<file path="src/sv/mp3seq_pkg.sv">
// shared types, codes and frame helpers for the mp3 serial sequencer
`timescale 1ns / 1ps

package mp3seq_pkg;

   // input item kinds, carried on req_tuser
   typedef enum logic [1:0] {
      KIND_RX    = 2'd0,
      KIND_PLAY  = 2'd1,
      KIND_START = 2'd2
   } kind_type;

   // controller modes, reported as ctrl_state
   typedef enum logic [1:0] {
      MODE_INIT  = 2'd0,
      MODE_WAIT  = 2'd1,
      MODE_QUERY = 2'd2,
      MODE_PLAY  = 2'd3
   } mode_type;

   // which command frame the front end asks for
   typedef enum logic [1:0] {
      EMIT_NONE,
      EMIT_SELECT,
      EMIT_QUERY,
      EMIT_PLAY
   } emit_type;

   // frame framing bytes
   localparam logic [7:0] FRAME_START = 8'h7E;
   localparam logic [7:0] FRAME_VER   = 8'hFF;
   localparam logic [7:0] FRAME_LEN   = 8'h06;
   localparam logic [7:0] FRAME_END   = 8'hEF;

   // outgoing command codes
   localparam logic [7:0] CMD_SELECT = 8'h09;
   localparam logic [7:0] CMD_QUERY  = 8'h4E;
   localparam logic [7:0] CMD_PLAY   = 8'h0F;

   // reply codes from the module
   localparam logic [7:0] RPL_MEDIA  = 8'h3A;
   localparam logic [7:0] RPL_COUNT  = 8'h4E;
   localparam logic [7:0] RPL_ERROR  = 8'h40;
   localparam logic [7:0] RPL_FINISH = 8'h3D;

   // byte positions inside a received frame
   localparam int CODE_POS  = 3;
   localparam int VALHI_POS = 5;
   localparam int VALLO_POS = 6;

   // command queue between front and back
   localparam int QUEUE_DEPTH = 2;
   localparam int QPTR_W      = $clog2(QUEUE_DEPTH);
   localparam int QCNT_W      = $clog2(QUEUE_DEPTH + 1);

   localparam int FRAME_BYTES = 8;
   localparam int BIDX_W      = $clog2(FRAME_BYTES);

   typedef struct packed {
      logic [7:0] cmd;
      logic [7:0] d1;
      logic [7:0] d2;
      mode_type   state;
      logic [7:0] track;
   } frame_cmd_type;

   // byte idx of the eight-byte frame 7E FF 06 cmd 00 d1 d2 EF
   function automatic logic [7:0] frame_byte(frame_cmd_type f, logic [BIDX_W-1:0] idx);
      logic [7:0] b;
      case (idx)
         3'd0:    b = FRAME_START;
         3'd1:    b = FRAME_VER;
         3'd2:    b = FRAME_LEN;
         3'd3:    b = f.cmd;
         3'd4:    b = 8'h00;
         3'd5:    b = f.d1;
         3'd6:    b = f.d2;
         default: b = FRAME_END;
      endcase
      return b;
   endfunction

endpackage

</file>
<file path="src/sv/mp3seq_front.sv">
// front end: deframes received bytes, runs the controller and requests frames
`timescale 1ns / 1ps

module mp3seq_front
   import mp3seq_pkg::*;
#(
   parameter int FRAME_LIMIT = 16
) (
   input  logic          clock,
   input  logic          reset,
   input  logic          item_valid,
   output logic          item_ready,
   input  logic [1:0]    kind,
   input  logic [7:0]    rx_byte,
   input  logic [7:0]    album,
   input  logic [1:0]    finish_repeats,
   input  logic [7:0]    device_code,
   input  logic          q_full,
   output logic          push,
   output frame_cmd_type push_data
);

   localparam int POS_W = $clog2(FRAME_LIMIT);
   localparam logic [POS_W-1:0] POS_LAST = POS_W'(FRAME_LIMIT - 1);

   mode_type         mode_ff, mode_in;
   logic [7:0]       album_ff, album_in;
   logic [7:0]       track_ff, track_in;
   logic [1:0]       finish_ff, finish_in;
   logic             open_ff, open_in;
   logic [POS_W-1:0] pos_ff, pos_in;
   logic [7:0]       code_ff, code_in;
   logic [15:0]      value_ff, value_in;

   emit_type         emit;
   logic             accept;
   logic [1:0]       fs_next;

   assign item_ready = !q_full;
   assign accept     = item_valid && item_ready;
   assign fs_next    = finish_ff + 2'd1;

   // next state
   always_comb begin
      mode_in   = mode_ff;
      album_in  = album_ff;
      track_in  = track_ff;
      finish_in = finish_ff;
      open_in   = open_ff;
      pos_in    = pos_ff;
      code_in   = code_ff;
      value_in  = value_ff;
      emit      = EMIT_NONE;
      if (accept) begin
         case (kind)
            KIND_RX: begin
               if (!open_ff) begin
                  if (rx_byte == FRAME_START) begin
                     open_in = 1'b1;
                     pos_in  = POS_W'(1);
                  end
               end else begin
                  if (pos_ff == POS_W'(CODE_POS)) begin
                     code_in = rx_byte;
                  end else if (pos_ff == POS_W'(VALHI_POS)) begin
                     value_in = {rx_byte, value_ff[7:0]};
                  end else if (pos_ff == POS_W'(VALLO_POS)) begin
                     value_in = {value_ff[15:8], rx_byte};
                  end
                  if (rx_byte == FRAME_END) begin
                     open_in = 1'b0;
                     case (mode_ff)
                        MODE_INIT: begin
                           if (code_in == RPL_MEDIA && value_in == {8'h00, device_code}) begin
                              mode_in = MODE_WAIT;
                           end
                        end
                        MODE_QUERY: begin
                           if (code_in == RPL_COUNT) begin
                              track_in  = 8'd1;
                              mode_in   = MODE_PLAY;
                              finish_in = 2'd0;
                              emit      = EMIT_PLAY;
                           end else if (code_in == RPL_ERROR) begin
                              mode_in = MODE_WAIT;
                           end
                        end
                        MODE_PLAY: begin
                           if (code_in == RPL_FINISH) begin
                              if (fs_next == finish_repeats) begin
                                 track_in  = track_ff + 8'd1;
                                 finish_in = 2'd0;
                                 emit      = EMIT_PLAY;
                              end else begin
                                 finish_in = fs_next;
                              end
                           end else if (code_in == RPL_ERROR) begin
                              mode_in = MODE_WAIT;
                           end
                        end
                        default: ;  // replies in wait are dropped
                     endcase
                  end else if (pos_ff < POS_LAST) begin
                     pos_in = pos_ff + POS_W'(1);
                  end
               end
            end
            KIND_PLAY: begin
               album_in = album;
               if (mode_ff == MODE_WAIT) begin
                  mode_in = MODE_QUERY;
                  emit    = EMIT_QUERY;
               end
            end
            KIND_START: begin
               mode_in = MODE_INIT;
               open_in = 1'b0;
               pos_in  = '0;
               emit    = EMIT_SELECT;
            end
            default: ;  // unused kind
         endcase
      end
   end

   // outputs: frame request into the queue
   always_comb begin
      push            = (emit != EMIT_NONE);
      push_data.state = mode_in;
      push_data.track = track_in;
      case (emit)
         EMIT_SELECT: begin
            push_data.cmd = CMD_SELECT;
            push_data.d1  = 8'h00;
            push_data.d2  = device_code;
         end
         EMIT_QUERY: begin
            push_data.cmd = CMD_QUERY;
            push_data.d1  = 8'h00;
            push_data.d2  = album;
         end
         EMIT_PLAY: begin
            push_data.cmd = CMD_PLAY;
            push_data.d1  = album_ff;
            push_data.d2  = track_in;
         end
         default: begin
            push_data.cmd = 8'h00;
            push_data.d1  = 8'h00;
            push_data.d2  = 8'h00;
         end
      endcase
   end

   always_ff @(posedge clock) begin
      if (reset) begin
         mode_ff   <= MODE_INIT;
         album_ff  <= 8'd0;
         track_ff  <= 8'd0;
         finish_ff <= 2'd0;
         open_ff   <= 1'b0;
         pos_ff    <= '0;
         code_ff   <= 8'd0;
         value_ff  <= 16'd0;
      end else begin
         mode_ff   <= mode_in;
         album_ff  <= album_in;
         track_ff  <= track_in;
         finish_ff <= finish_in;
         open_ff   <= open_in;
         pos_ff    <= pos_in;
         code_ff   <= code_in;
         value_ff  <= value_in;
      end
   end

endmodule

</file>
<file path="src/sv/mp3seq_queue.sv">
// short command queue between the front end and the frame serializer
`timescale 1ns / 1ps

module mp3seq_queue
   import mp3seq_pkg::*;
(
   input  logic          clock,
   input  logic          reset,
   input  logic          push,
   input  frame_cmd_type push_data,
   input  logic          pop,
   output logic          full,
   output logic          empty,
   output frame_cmd_type head
);

   frame_cmd_type       slot_ff [QUEUE_DEPTH];
   logic [QPTR_W-1:0]   wr_ff, wr_in;
   logic [QPTR_W-1:0]   rd_ff, rd_in;
   logic [QCNT_W-1:0]   count_ff, count_in;

   assign full  = (count_ff == QCNT_W'(QUEUE_DEPTH));
   assign empty = (count_ff == '0);
   assign head  = slot_ff[rd_ff];

   always_comb begin
      wr_in    = wr_ff;
      rd_in    = rd_ff;
      count_in = count_ff;
      if (push) begin
         wr_in = (wr_ff == QPTR_W'(QUEUE_DEPTH - 1)) ? '0 : wr_ff + QPTR_W'(1);
      end
      if (pop) begin
         rd_in = (rd_ff == QPTR_W'(QUEUE_DEPTH - 1)) ? '0 : rd_ff + QPTR_W'(1);
      end
      if (push && !pop) begin
         count_in = count_ff + QCNT_W'(1);
      end else if (pop && !push) begin
         count_in = count_ff - QCNT_W'(1);
      end
   end

   always_ff @(posedge clock) begin
      if (push) begin
         slot_ff[wr_ff] <= push_data;
      end
   end

   always_ff @(posedge clock) begin
      if (reset) begin
         wr_ff    <= '0;
         rd_ff    <= '0;
         count_ff <= '0;
      end else begin
         wr_ff    <= wr_in;
         rd_ff    <= rd_in;
         count_ff <= count_in;
      end
   end

endmodule

</file>
<file path="src/sv/mp3seq_back.sv">
// back end: serializes one queued command into eight frame bytes
`timescale 1ns / 1ps

module mp3seq_back
   import mp3seq_pkg::*;
(
   input  logic          clock,
   input  logic          reset,
   input  logic          q_empty,
   input  frame_cmd_type q_head,
   output logic          pop,
   output logic          out_valid,
   input  logic          out_ready,
   output logic [7:0]    out_byte,
   output logic          out_last,
   output mode_type      out_state,
   output logic [7:0]    out_track
);

   frame_cmd_type     cur_ff, cur_in;
   logic              busy_ff, busy_in;
   logic [BIDX_W-1:0] idx_ff, idx_in;
   logic              last_done;

   assign out_valid = busy_ff;
   assign out_last  = (idx_ff == BIDX_W'(FRAME_BYTES - 1));
   assign out_byte  = frame_byte(cur_ff, idx_ff);
   assign out_state = cur_ff.state;
   assign out_track = cur_ff.track;

   assign last_done = busy_ff && out_ready && out_last;
   assign pop       = !q_empty && (!busy_ff || last_done);

   always_comb begin
      cur_in  = cur_ff;
      busy_in = busy_ff;
      idx_in  = idx_ff;
      if (pop) begin
         cur_in  = q_head;
         busy_in = 1'b1;
         idx_in  = '0;
      end else if (last_done) begin
         busy_in = 1'b0;
      end else if (busy_ff && out_ready) begin
         idx_in = idx_ff + BIDX_W'(1);
      end
   end

   always_ff @(posedge clock) begin
      cur_ff <= cur_in;
   end

   always_ff @(posedge clock) begin
      if (reset) begin
         busy_ff <= 1'b0;
         idx_ff  <= '0;
      end else begin
         busy_ff <= busy_in;
         idx_ff  <= idx_in;
      end
   end

endmodule

</file>
<file path="src/sv/mp3_module_serial_sequencer_core.sv">
// top level of the serial mp3 module sequencer
`timescale 1ns / 1ps

// Controller for a serial mp3 playback module.
// req channel: one transaction per item; req_tuser is the kind (received byte,
//   play album request, start controller), req_tdata carries rx_byte and album.
// rsp channel: one transaction per byte of an outgoing 8-byte command frame,
//   rsp_tlast on the eighth byte; rsp_tdata also carries the controller state
//   and track number as they stood after the item that caused the frame.
// csr port: csr_we writes csr_wdata into register csr_index at the clock edge
//   (0 finish_repeats, 1 device_code); write only while the block is idle.
// Frame path: an item that causes a frame is written into the command queue, and
//   the serializer loads it from there into its register if it is free; only then
//   is the first byte of the frame valid on rsp.
// Throughput: the front end takes one item per cycle while the two-entry
//   command queue has room; each frame holds the rsp side for its eight bytes,
//   so items that cause frames are paced by the serializer.
// Reset: synchronous; controller goes to init, deframer closed, queue empty,
//   finish_repeats and device_code return to 2.
// When the receiver stalls, the serializer holds its byte, the queue fills,
//   and req_tready drops once both queue entries are taken.

module mp3_module_serial_sequencer_core
   import mp3seq_pkg::*;
#(
   parameter int FRAME_LIMIT = 16
) (
   input  logic        clock,
   input  logic        reset,
   // input items
   input  logic        req_tvalid,
   output logic        req_tready,
   input  logic [15:0] req_tdata,   // rx_byte [7:0], album [15:8]
   input  logic [1:0]  req_tuser,   // kind [1:0]
   // frame bytes
   output logic        rsp_tvalid,
   input  logic        rsp_tready,
   output logic [23:0] rsp_tdata,   // tx_byte [7:0], ctrl_state [9:8], track [17:10], zero
   output logic        rsp_tlast,   // tx_last
   // configuration writes
   input  logic        csr_we,
   input  logic        csr_index,
   input  logic [7:0]  csr_wdata
);

   localparam logic CSR_FINISH = 1'b0;
   localparam logic CSR_DEVICE = 1'b1;

   // configuration registers
   logic [1:0] finish_repeats_ff, finish_repeats_in;
   logic [7:0] device_code_ff, device_code_in;

   // front to queue, queue to back
   logic          push;
   frame_cmd_type push_data;
   logic          q_full;
   logic          q_empty;
   frame_cmd_type q_head;
   logic          pop;

   logic [7:0] tx_byte;
   mode_type   tx_state;
   logic [7:0] tx_track;

   always_comb begin
      finish_repeats_in = finish_repeats_ff;
      device_code_in    = device_code_ff;
      if (csr_we) begin
         case (csr_index)
            CSR_FINISH: finish_repeats_in = csr_wdata[1:0];
            CSR_DEVICE: device_code_in    = csr_wdata;
            default: ;
         endcase
      end
   end

   always_ff @(posedge clock) begin
      if (reset) begin
         finish_repeats_ff <= 2'd2;
         device_code_ff    <= 8'd2;
      end else begin
         finish_repeats_ff <= finish_repeats_in;
         device_code_ff    <= device_code_in;
      end
   end

   // deframer and controller
   mp3seq_front #(
      .FRAME_LIMIT(FRAME_LIMIT)
   ) u_front (
      .clock         (clock),
      .reset         (reset),
      .item_valid    (req_tvalid),
      .item_ready    (req_tready),
      .kind          (req_tuser),
      .rx_byte       (req_tdata[7:0]),
      .album         (req_tdata[15:8]),
      .finish_repeats(finish_repeats_ff),
      .device_code   (device_code_ff),
      .q_full        (q_full),
      .push          (push),
      .push_data     (push_data)
   );

   // pending frame commands
   mp3seq_queue u_queue (
      .clock    (clock),
      .reset    (reset),
      .push     (push),
      .push_data(push_data),
      .pop      (pop),
      .full     (q_full),
      .empty    (q_empty),
      .head     (q_head)
   );

   // frame serializer
   mp3seq_back u_back (
      .clock    (clock),
      .reset    (reset),
      .q_empty  (q_empty),
      .q_head   (q_head),
      .pop      (pop),
      .out_valid(rsp_tvalid),
      .out_ready(rsp_tready),
      .out_byte (tx_byte),
      .out_last (rsp_tlast),
      .out_state(tx_state),
      .out_track(tx_track)
   );

   assign rsp_tdata = {6'd0, tx_track, tx_state, tx_byte};

   // a frame request never lands on a full queue
   a_no_push_full: assert property (@(posedge clock) disable iff (reset)
      push |-> !q_full)
      else $error("frame request pushed into full queue");

   // a start item always leaves a frame waiting in the queue
   a_start_queued: assert property (@(posedge clock) disable iff (reset)
      (req_tvalid && req_tready && req_tuser == KIND_START) |=> !q_empty)
      else $error("start item left no select frame queued");

   // the final byte of each frame is the end marker
   a_last_is_end: assert property (@(posedge clock) disable iff (reset)
      (rsp_tvalid && rsp_tlast) |-> rsp_tdata[7:0] == FRAME_END)
      else $error("last frame byte is not the end marker");

   // nothing is popped from an empty queue
   a_no_pop_empty: assert property (@(posedge clock) disable iff (reset)
      pop |-> !q_empty)
      else $error("serializer popped empty queue");

endmodule

</file>
<file path="config.mk">
export PLATFORM = sky130hd
export DESIGN_NAME = mp3_module_serial_sequencer_core
export DESIGN_NICKNAME = d
export VERILOG_FILES = /design/src/sv/mp3seq_pkg.sv /design/src/sv/mp3seq_front.sv /design/src/sv/mp3seq_queue.sv /design/src/sv/mp3seq_back.sv /design/src/sv/mp3_module_serial_sequencer_core.sv
export SDC_FILE = /design/constraint.sdc
export NUM_CORES = 1
export LEC_CHECK = 0
export BUFFER_PORTS_ARGS = -buffer_cell sky130_fd_sc_hd__buf_2
export CAP_MARGIN = 20
export CORE_UTILIZATION = 42
export CTS_BUF_LIST = sky130_fd_sc_hd__clkbuf_4 sky130_fd_sc_hd__clkbuf_8
export DETAILED_ROUTE_END_ITERATION = 8
export GPL_TIMING_DRIVEN = 1
export HOLD_SLACK_MARGIN = 0.08
export PLACE_DENSITY_LB_ADDON = 0.3
export SLEW_MARGIN = 15
export SYNTH_ARGS = -nofsm -noshare
export SYNTH_HDL_FRONTEND = slang
export SYNTH_SLANG_ARGS = --single-unit
</file>
<file path="constraint.sdc">
create_clock -name clock -period 3.5 [get_ports clock]
set_input_delay 0.175 -clock clock [delete_from_list [all_inputs] [get_ports clock]]
set_output_delay 0.175 -clock clock [all_outputs]
set_load 0.02 [all_outputs]
</file>
==> flow_summary_export.csv <==
group,metric,value,unit
synthesis,syn-instance-count,661,
final_layout,final_util,0.500,
clock_tree,cts-root-buf,"clkbuf_8",
global_routing,overflow,0,
clock_tree,clkTransAtPathRegs,0.09,ns
critical_path,crit_arrival,3.49,ns
synthesis,ys.flop_type,"edfxtp_1",
timing,period_share,0.887,
pwr,power_density,524,nW/um^2
critical_path,required,3.88,ns
die,die_h,134,um
global_routing,grt_pass1_vias,5198,
placement,routabilityCongestion,0.855,
critical_path,r2r_cells,10,
final_layout,layout_common_cells,"edfxtp_1, dfxtp_1, nand2_1, buf_2, nand3_1",
final_layout,final_common_cell,"edfxtp_1",
route,wl_per_cell,17.1,um
final_layout,area_delta_synth_final,14.9,%
global_routing,grt_max_degree,37,
route,drtAntennaViolNets,0,
route,vias,5217,
timing,setup_viol,0,
clock_tree,cts_sinks,157,
worst_hold_path,worstHoldStart,"rsp_tready",
timing,fmax,322,MHz
critical_path,r2r-end,"u_queue.count_ff[1]",
clock_tree,cts_buffer_depth,2,
global_routing,grt_pass1_wl,26200,um
run_status,status,"finished clean",
global_routing,grt_usage,0.191,
critical_path,crit_path_max_fanout,13,
clock_tree,cts_buffers,17,
synthesis,synth_seq_area_share,0.555,
pwr,power_leakage,2.96,nW
critical_path,critPathLaunchType,"flop",
final_layout,antennaDiodeCount,0,
clock_tree,clk_latency,0.46,ns
route,wl,16400,um
clock_tree,htreeDepth,4,
synthesis,async_flop_share,0,
timing,slew_headroom,0.538,
die,die_x,134,um
clock_tree,cts_tree,"done",
critical_path,crit_type,"reg -> reg",
critical_path,worstReg2RegStart,"u_front.pos_ff[0]",
worst_hold_path,min_to,"u_back.out_valid",
job,maxCapViolations,0,
die,io_pins,59,
worst_hold_path,min_path_cells,4,
critical_path,r2r_setup_slack,0.40,ns
pwr,peakVddDrop,0.000408,V
synthesis,synth-seq-cells,157,
synthesis,postSynthAreaPerCell,11.0,um^2
timing,hold_viol,0,
timing,fin_crit,3.10,ns
timing,worst_slew_pin_slew,0.683,ns
route,drc,0,
synthesis,syn_area,7290,um^2
synthesis,synth_cell_types,76,
synthesis,synth_edf_count,90,
route,routed_via_density,5.44,
die,core_area,16800,um^2
global_routing,antenna_found_initial,0,
die,rows,47,
timing,finalMaxSlewViolations,0,
clock_tree,postCtsSetupBuffers,0,
timing,final.setup.tns,0,ns
synthesis,yosys_warnings,0,
critical_path,cp_cell_sequence,"ha_1, nor3b_2, buf_4, and3_1, o21ai_1, a211oi_4, or3_1, ha_1, or3_1, a21oi_1",
die,start_util,0.435,
die,die_area,17900,um^2
critical_path,end_kind,"flop",
final_layout,final_nets,769,
timing,fin_worst_skew,0.0121,ns
final_layout,drive_above_1_share,0.196,
placement,io_buffers,52,
worst_hold_path,hp-class,"in -> reg",
critical_path,critPathMaxStageDelay,0.45,ns
route,drt_iter0_markers,393,
placement,hpwl,11500,um
timing,rsz0062_at_grt,"false",
critical_path,critPathSlowestCell,"o21ai_1",
critical_path,crit_start,"u_front.pos_ff[0]",
route,drt_pass1_iterations,5,
-- final cells by class --
type / instances / area [um^2]
tap: 220 / 275
clock inverter: 13 / 129
fill: 1526 / 8390
timing repair buffer: 95 / 673
inverter: 15 / 56.3
sequential: 157 / 4040
clock buffer: 19 / 255
multi-input combinational: 440 / 2940
-- cells in the mapped netlist (all sizes together) (3+ instances only) --
cell	number	area (um^2)
o21a	5	37.5
o311ai	3	26.3
nand3	47	235
nor4bb	3	30.0
mux2i	18	180
and4b	3	31.3
xor2	9	78.8
dfxtp	67	1340
a31oi	8	50.1
inv	15	56.3
nand2b	10	62.6
mux2	30	338
o211ai	3	22.5
a22o	5	43.8
nand4	9	62.6
ha	11	138
o21ai	20	100
a211o	3	35.0
a21oi	45	225
nor3	16	85.1
xnor2	4	35.0
nor2b	8	50.1
buf	31	199
or3	3	18.8
nor4	11	68.8
clkbuf	23	86.3
nand2	52	195
or3b	3	31.3
a22oi	7	52.6
and2	10	62.6
a21o	4	30.0
nor4b	3	41.3
and3	11	73.8
nor2	36	135
edfxtp	90	2700
-- how the worst max path moves through the flow --
stage,end,slack [ns],depth (start not counted)
after floorplan,u_queue.slot_ff[0][0],0.26,7
after global placement,u_queue.slot_ff[1][3],0.50,8
after detailed placement,u_queue.slot_ff[1][5],0.42,8
after CTS,u_queue.slot_ff[1][7],0.40,8
after global routing,u_queue.slot_ff[1][7],0.16,8
final,u_queue.count_ff[1],0.40,10
-- cells by family (layout without fill, tap and decap cells) --
logic type	count (synthesis)	in the layout	share of synthesized area
multiplexers	48	48	0.0711
flip-flops	157	157	0.555
adder cells (fa/ha/maj)	11	11	0.0189
XOR/XNOR	13	13	0.0156
buffers and inverters	69	142	0.0469
AO/OA/AOI/OAI	126	126	0.117
other	1	6	0.000514
AND/OR/NAND/NOR	236	236	0.175
-- flip-flops by register name, indices dropped and copies added (netlist names), 3 cells and up --
signal            flops
u_front.value_ff     16
u_front.album_ff      8
u_back.cur_ff        20
u_front.code_ff       8
device_code_ff        8
u_front.track_ff      8
u_back.idx_ff         3
u_back.out_track      8
u_queue.slot_ff      60
u_front.pos_ff        4
-- repair_timing --
action | 4_1_cts | 5_1_grt
endpoints found under the hold margin | 34 | 0
resized for setup | 0 | 0
hold buffers | 31 | 0
-- metrics by stage --
step | area (um^2) | power (mW) | instances | setup WS [ns] | hold slack (ns)
5_1_grt | 8370 | 4.58 | 959 | 0.159 | 0.0996
2_1_floorplan | 7310 | 2.89 | 666 | 0.258 | 0.293
4_1_cts | 8370 | 4.43 | 959 | 0.399 | 0.0812
6_report | 8370 | 4.38 | 959 | 0.396 | 0.101
3_5_place_dp | 7680 | 3.10 | 896 | 0.416 | 0.418
3_3_place_gp | 7680 | 3.07 | 896 | 0.499 | 0.404
-- where the power goes --
group	switching [mW]	internal [mW]	leakage (nW)	total (mW)
Clock	0.710	0.603	0.187	1.31
Sequential	0.0772	2.18	1.37	2.25
Combinational	0.500	0.317	1.40	0.817
Total	1.29	3.10	2.96	4.38
-- layer usage --
metal	routed length, um	track usage
met1	7170	0.237
met2	8240	0.327
met3	782	0.0464
met4	177	0.0600
met5	0	0
-- worst max-delay path, delay by kind of cell, from the launching register on --
| kind | cells | cell delay, ns |
|---|---|---|
| AOI/OAI and AO/OA | 3 | 0.72 |
| and+or+nand+nor | 4 | 1.10 |
| buffers and inverters | 1 | 0.19 |
| adders and majority gates | 2 | 0.64 |
| DFF | 1 | 0.38 |
Power figures use the tool's default switching activity.
